===== src/rtl/hcs_pkg.sv =====
`timescale 1ns / 1ps
package hcs_pkg;

  typedef enum logic [1:0] {
    ACT_WRITE = 2'd0,
    ACT_STAMP = 2'd1,
    ACT_READ  = 2'd2,
    ACT_NONE  = 2'd3
  } action_t;

  localparam logic [1:0] CFG_RADIUS = 2'd0;
  localparam logic [1:0] CFG_DEPTH  = 2'd1;

  typedef struct packed {
    logic        start;
    logic [1:0]  action;
    logic        pos_init;
    logic        pos_step;
    logic        mem_rd;
    logic        calc_start;
    logic        mem_wr;
    logic        load_out;
  } cmd_t;

  typedef struct packed {
    logic        last_pos;
    logic        calc_done;
    logic        radius_zero;
  } sts_t;

endpackage


===== src/rtl/hcs_ctrl.sv =====
`timescale 1ns / 1ps
module hcs_ctrl (
  input  logic           clk,
  input  logic           rst,
  input  logic           in_valid,
  output logic           in_ready,
  input  logic [1:0]     in_action,
  output logic           out_valid,
  input  logic           out_ready,
  output hcs_pkg::cmd_t  cmd,
  input  hcs_pkg::sts_t  sts
);

  typedef enum logic [6:0] {
    S_IDLE = 7'b0000001,
    S_RD   = 7'b0000010,
    S_CALC = 7'b0000100,
    S_WAIT = 7'b0001000,
    S_WR   = 7'b0010000,
    S_DONE = 7'b0100000,
    S_OUT  = 7'b1000000
  } state_t;

  state_t     state;
  state_t     state_next;
  logic [1:0] act;

  assign in_ready  = (state == S_IDLE);
  assign out_valid = (state == S_OUT);

  always_ff @(posedge clk) begin
    if (rst) begin
      state <= S_IDLE;
      act <= hcs_pkg::ACT_NONE;
    end else begin
      state <= state_next;
      if (in_valid && in_ready) begin
        act <= in_action;
      end
    end
  end

  always_comb begin
    state_next = state;
    cmd = '0;
    cmd.action = act;
    case (state)
      S_IDLE: begin
        if (in_valid) begin
          cmd.start = 1'b1;
          cmd.action = in_action;
          cmd.pos_init = 1'b1;
          state_next = S_RD;
        end
      end
      S_RD: begin
        if (act == hcs_pkg::ACT_STAMP && sts.radius_zero) begin
          state_next = S_DONE;
        end else begin
          cmd.mem_rd = 1'b1;
          state_next = S_CALC;
        end
      end
      S_CALC: begin
        cmd.calc_start = 1'b1;
        state_next = S_WAIT;
      end
      S_WAIT: begin
        if (act != hcs_pkg::ACT_STAMP || sts.calc_done) begin
          state_next = S_WR;
        end
      end
      S_WR: begin
        cmd.mem_wr = 1'b1;
        if (act == hcs_pkg::ACT_STAMP && !sts.last_pos) begin
          cmd.pos_step = 1'b1;
          state_next = S_RD;
        end else begin
          state_next = S_DONE;
        end
      end
      S_DONE: begin
        cmd.load_out = 1'b1;
        state_next = S_OUT;
      end
      S_OUT: begin
        if (out_ready) begin
          state_next = S_IDLE;
        end
      end
      default: state_next = S_IDLE;
    endcase
  end

  a_onehot: assert property (@(posedge clk) disable iff (rst) $onehot(state))
    else $error("state not one-hot");
  a_ready_out: assert property (@(posedge clk) disable iff (rst) !(in_ready && out_valid))
    else $error("ready while result pending");
  a_hold: assert property (@(posedge clk) disable iff (rst)
    out_valid && !out_ready |=> out_valid)
    else $error("result dropped");

endmodule


===== config.mk =====
export PLATFORM = sky130hd
export DESIGN_NAME = hcs_ctrl
export DESIGN_NICKNAME = d
export VERILOG_FILES = /design/src/rtl/hcs_pkg.sv /design/src/rtl/hcs_ctrl.sv
export SDC_FILE = /design/constraint.sdc
export NUM_CORES = 1
export LEC_CHECK = 0
export BUFFER_PORTS_ARGS = -buffer_cell sky130_fd_sc_hd__buf_2
export CAP_MARGIN = 0
export CELL_PAD_IN_SITES_DETAIL_PLACEMENT = 1
export CELL_PAD_IN_SITES_GLOBAL_PLACEMENT = 2
export CORE_ASPECT_RATIO = 1.4
export CORE_UTILIZATION = 28
export DETAILED_ROUTE_END_ITERATION = 12
export HOLD_SLACK_MARGIN = 0.06
export PLACE_DENSITY_LB_ADDON = 0.3
export SLEW_MARGIN = 20
export SYNTH_ARGS = -nofsm -noshare
export SYNTH_HDL_FRONTEND = slang
export SYNTH_SLANG_ARGS = --single-unit

===== constraint.sdc =====
create_clock -name clk -period 2.4 [get_ports clk]
set_clock_uncertainty 0.1 [all_clocks]
set_input_delay 0.12 -clock clk [delete_from_list [all_inputs] [get_ports clk]]
set_output_delay 0.12 -clock clk [all_outputs]
set_load 0.01 [all_outputs]

# Word level (Yosys, flattened, before mapping)
# Cells that the tools add are included.
# word_totals
ff_bits,9
latch_bits,0
mem_bits_rw,0
romBits,0
input_bits,9
output_inout_bits,11
wordCells,35
mem_count,0
# op_classes
add_sub_neg,0
n_mul,0
div,0
order_cmp,0
n_eq_ne,12
n_shift,0
mux,15
bitwise,0
reduce_logical,6
# ops
op,count
7-bit case mux with 7 select lines,1
7-bit two-way mux,3
6-bit two-way mux,2
4-bit two-way mux,2
"7-bit by 1-bit equality test with 1-bit output, second input constant",1
"7-bit by 2-bit equality test with 1-bit output, second input constant",1
"7-bit by 3-bit equality test with 1-bit output, second input constant",1
"7-bit by 4-bit equality test with 1-bit output, second input constant",1
"7-bit by 5-bit equality test with 1-bit output, second input constant",1
"7-bit by 6-bit equality test with 1-bit output, second input constant",1
"7-bit equality test, second input constant",1
1-bit two-way mux,7
"2-bit by 1-bit != test with 1-bit output, second input constant",2
"2-bit != test, second input constant",2
1-bit logical AND,3
3-bit AND reduction,1
"2-bit by 1-bit equality test with 1-bit output, second input constant",1
1-bit zero test,1
1-bit logical OR,1

# Longest topological paths before layout
# depth
word_depth,4
depth_mapped,5
mapped_depth_nobuf,4

# Worst setup path after synthesis
# No wires, ideal clock.
# synth_path
kind,reg2reg
start,register state[6]
end,register state[1]
setup_ns,0.058
t_arrival_ns,1.459
required_ns,2.242
setup_slack_ns,0.783
path_stages_with_launch,5
n_path_buf,0
cell_sequence,dfxtp_1 -> nor4_2 -> nor4b_4 -> nor3b_2 -> o21ba_1
# synth_via
elab_chain_cells,3
elab_cells_between_ends,12
classes_between,eq/ne (10); mux (1); reduce/logical (1)
# synth_rtl
item,line_no,source
"start, declared",hcs_ctrl.sv:24,state_t state;
"start signal, assigned",hcs_ctrl.sv:36,state <= state_next;
"7-bit by 4-bit equality test with 1-bit output, or another cell as far along",hcs_ctrl.sv:47,case (state)
2-bit != test (no source line) / 2-bit by 1-bit != test with 1-bit output (equally long branches),-,
3-bit AND reduction (no source line),-,
# Several ways; a longest one is shown, not always the timed one.
# A chain may end at the register's enable or synchronous reset.

==> key figures <==
Status
  • Outcome: completed

Timing
  • Fin. max-slew vios: 0
  • Final setup fails: 0
  • RSZ-0062 raised after global routing: false
  • Crit path time final: 1.97 ns
  • Worst-margin pin slew: 0.397 ns
  • Fin Setup TNS: 0 ns
  • Final Hold Vio Count: 0
  • Fin crit share: 0.819
  • Max-slew headroom: 0.735
  • Max frequency: 509 MHz

Clock network
  • Post-CTS Resized: 0
  • TritonCTS clock tree: done
  • Inserted Clock Buffers: 3
  • CTS Buffer Depth: 2
  • Clock Sinks: 9
  • Clk root buf: clkbuf_4
  • Clk_lat worst skew: 0.26 ns
  • H-tree depth reported by CTS: 1
  • Clock transition at path regs: 0.06 ns

Drt
  • Drt wl/cell: 14.3 um
  • Via Count: 596
  • Final WL: 1560 um
  • 1st-iter DRT viols: 11
  • DRC viols: 0
  • DRT Pass-1 Iters: 2
  • Antenna Nets Post-Route: 0
  • DR vias/cell: 5.47

Worst hold path
  • Min-delay worst type: input port to register
  • Hold Path Sink: act[1]$_SDFFE_PP1P_
  • Min-Delay Path Depth: 3
  • Hold_sp: in_action[1]

Worst setup path
  • Arr. time, crit path: 1.75 ns
  • Worst R2R Path Depth: 4
  • Critical Path Start Type: register
  • R2R Path End: state[1]$_SDFFE_PP0P_
  • R2r setup slk: 0.73 ns
  • Crit end category: output port
  • Crit path kind: register to output port
  • Max FO, Critical Path: 8
  • Critical Path RT: 2.18 ns
  • R2r startpoint: state[3]$_SDFFE_PP0P_

Synthesis
  • FFs w/ async S/R, synth: 0
  • Combinational family with the most area after synthesis: simple AND/OR/NAND/NOR gates
  • Synth Flop Type: dfxtp_1
  • Count of different cell masters after synthesis: 34
  • Mapped Nets: 75
  • Syn Inst Count: 66
  • XOR/XNOR Fraction of Synth Area: 0.0154
  • Synth Area in Adders: 0
  • Post-Synth Simple-Gate Area: 0.425
  • Sequential area share after synthesis: 0.317
  • Syn Area/Cell: 8.61 um^2
  • Number of flops mapped to enable cells by yosys: 0
  • Post-Syn Area: 568 um^2
  • FF+latch count, synth: 9
  • Multiplexer share of the synthesized area: 0.0396
  • Compound-Gate Fraction of Synth Area: 0.148
  • Synth warnings: 0

Pwr
  • Worst VDD drop: 0.295 mV
  • Pleak: 0.309 nW
  • PD cells: 607 mW/mm^2

Finish
  • Layout Cells excl Fill: 109
  • Layout area overhead: 27.1%
  • # diodes: 0
  • Most common cell after layout, fill and taps aside: buf_2
  • Final Net Count: 99
  • Commonest cells after routing, fill and taps aside: buf_2 (19), dfxtp_1 (9), nor2_1 (6)
  • Layout cell share with drive strength beyond 1: 0.337

Place
  • RePlAce Congestion: 0.710
  • Hpwl dp: 1220 um
  • Port Buffer Count: 19
  • Placed cell count: 103

Die
  • Die Area: 0.00222 mm^2
  • Initial core utilization: 0.311
  • CORE AREA: 0.00182 mm^2
  • # IOs: 20
  • FP Rows: 18
  • Die H: 55.3 um
  • Die width: 40.1 um

Global routing
  • Total gr overflow: 0
  • GRT Util Overall: 0.168
  • Vias in the first global route: 575
  • Largest net degree at the start of global routing: 10
  • First-pass GRT wire length: 2550 um
  • Initial antenna violation count: 0

Run
  • Max-cap violation count: 0
==> routing by layer <==
layer	GRT usage	part of all wire
met5	0	0
met2	0.272	0.54
met1	0.190	0.40
met3	0.0361	0.040
met4	0.0887	0.022
==> cell type report <==
cell class,instances,area [um^2]
Clock buffer,4,26.3
Fill cell,232,1100
Inverter,5,18.8
Multi-Input combinational cell,50,357
Sequential cell,9,180
Tap cell,20,25.0
Timing Repair Buffer,21,115
==> logic make-up (layout without fill, tap and decap cells) <==
kind of cell,Yosys count,count (layout)
AO/OA/AOI/OAI,12,12
multiplexers,2,2
flip-flops,9,9
XOR/XNOR,1,1
buffers and inverters,7,30
AND/OR/NAND/NOR,35,35
==> through the flow <==
stage               area, um^2  worst slack, ns   util  power (W)  hold WS, ns
floorplan                  568            0.783      -   0.000276       0.0924
global placement           676            0.755  0.370   0.000321        0.287
detailed placement         676            0.725  0.370   0.000322        0.292
CTS                        722            0.419  0.396   0.000446       0.0763
global route               722            0.325  0.396   0.000468       0.0898
finish                     722            0.434  0.396   0.000438       0.0767
==> worst max-delay path, stage by stage (launching register included) <==
cell,delay [ns]
dfxtp_1,0.38
nor4_2,0.41
nor4b_4,0.30
nor3b_2,0.24
buf_2,0.16
==> synth_stat cells (2+ instances only) <==
master / instances / area share
o21ai_0: 2 / 0.018
nor3b_1: 3 / 0.040
nor3_1: 2 / 0.018
nand2_1: 3 / 0.020
a21oi_1: 4 / 0.035
nand3_1: 2 / 0.018
nor4_1: 2 / 0.022
or2_1: 2 / 0.022
dfxtp_1: 9 / 0.32
inv_1: 5 / 0.033
mux2_2: 2 / 0.040
nor2_1: 6 / 0.040
nor2b_1: 2 / 0.022
nand2b_1: 2 / 0.022
==> sequential cells by signal (all words and copies together) (netlist names) <==
signal / flops
state: 7
act: 2
==> power by group <==
part | total, W | switching [W] | internal (W)
logic | 0.000138 | 0.0000707 | 0.0000676
registers | 0.000182 | 0.0000206 | 0.000161
clock network | 0.000118 | 0.0000539 | 0.0000641
==> repair_timing <==
item / 4_1_cts / 5_1_grt
buffers inserted: 0 / 0
hold endpoints to repair: 6 / 0
endpoints found under the setup margin: 0 / 0
hold buffers: 2 / 0
==> how the worst max path moves through the flow <==
stage,slack (ns),start,cells after the start,to
after floorplan,0.78,state[6]$_SDFFE_PP0P_,4,state[1]$_SDFFE_PP0P_
after global placement,0.75,state[3]$_SDFFE_PP0P_,4,state[1]$_SDFFE_PP0P_
after global routing,0.33,state[6]$_SDFFE_PP0P_,4,cmd[4]
after CTS,0.42,state[6]$_SDFFE_PP0P_,4,cmd[4]
final,0.43,state[6]$_SDFFE_PP0P_,4,cmd[4]
after detailed placement,0.72,state[6]$_SDFFE_PP0P_,4,cmd[4]
Power figures use the tool's default switching activity.
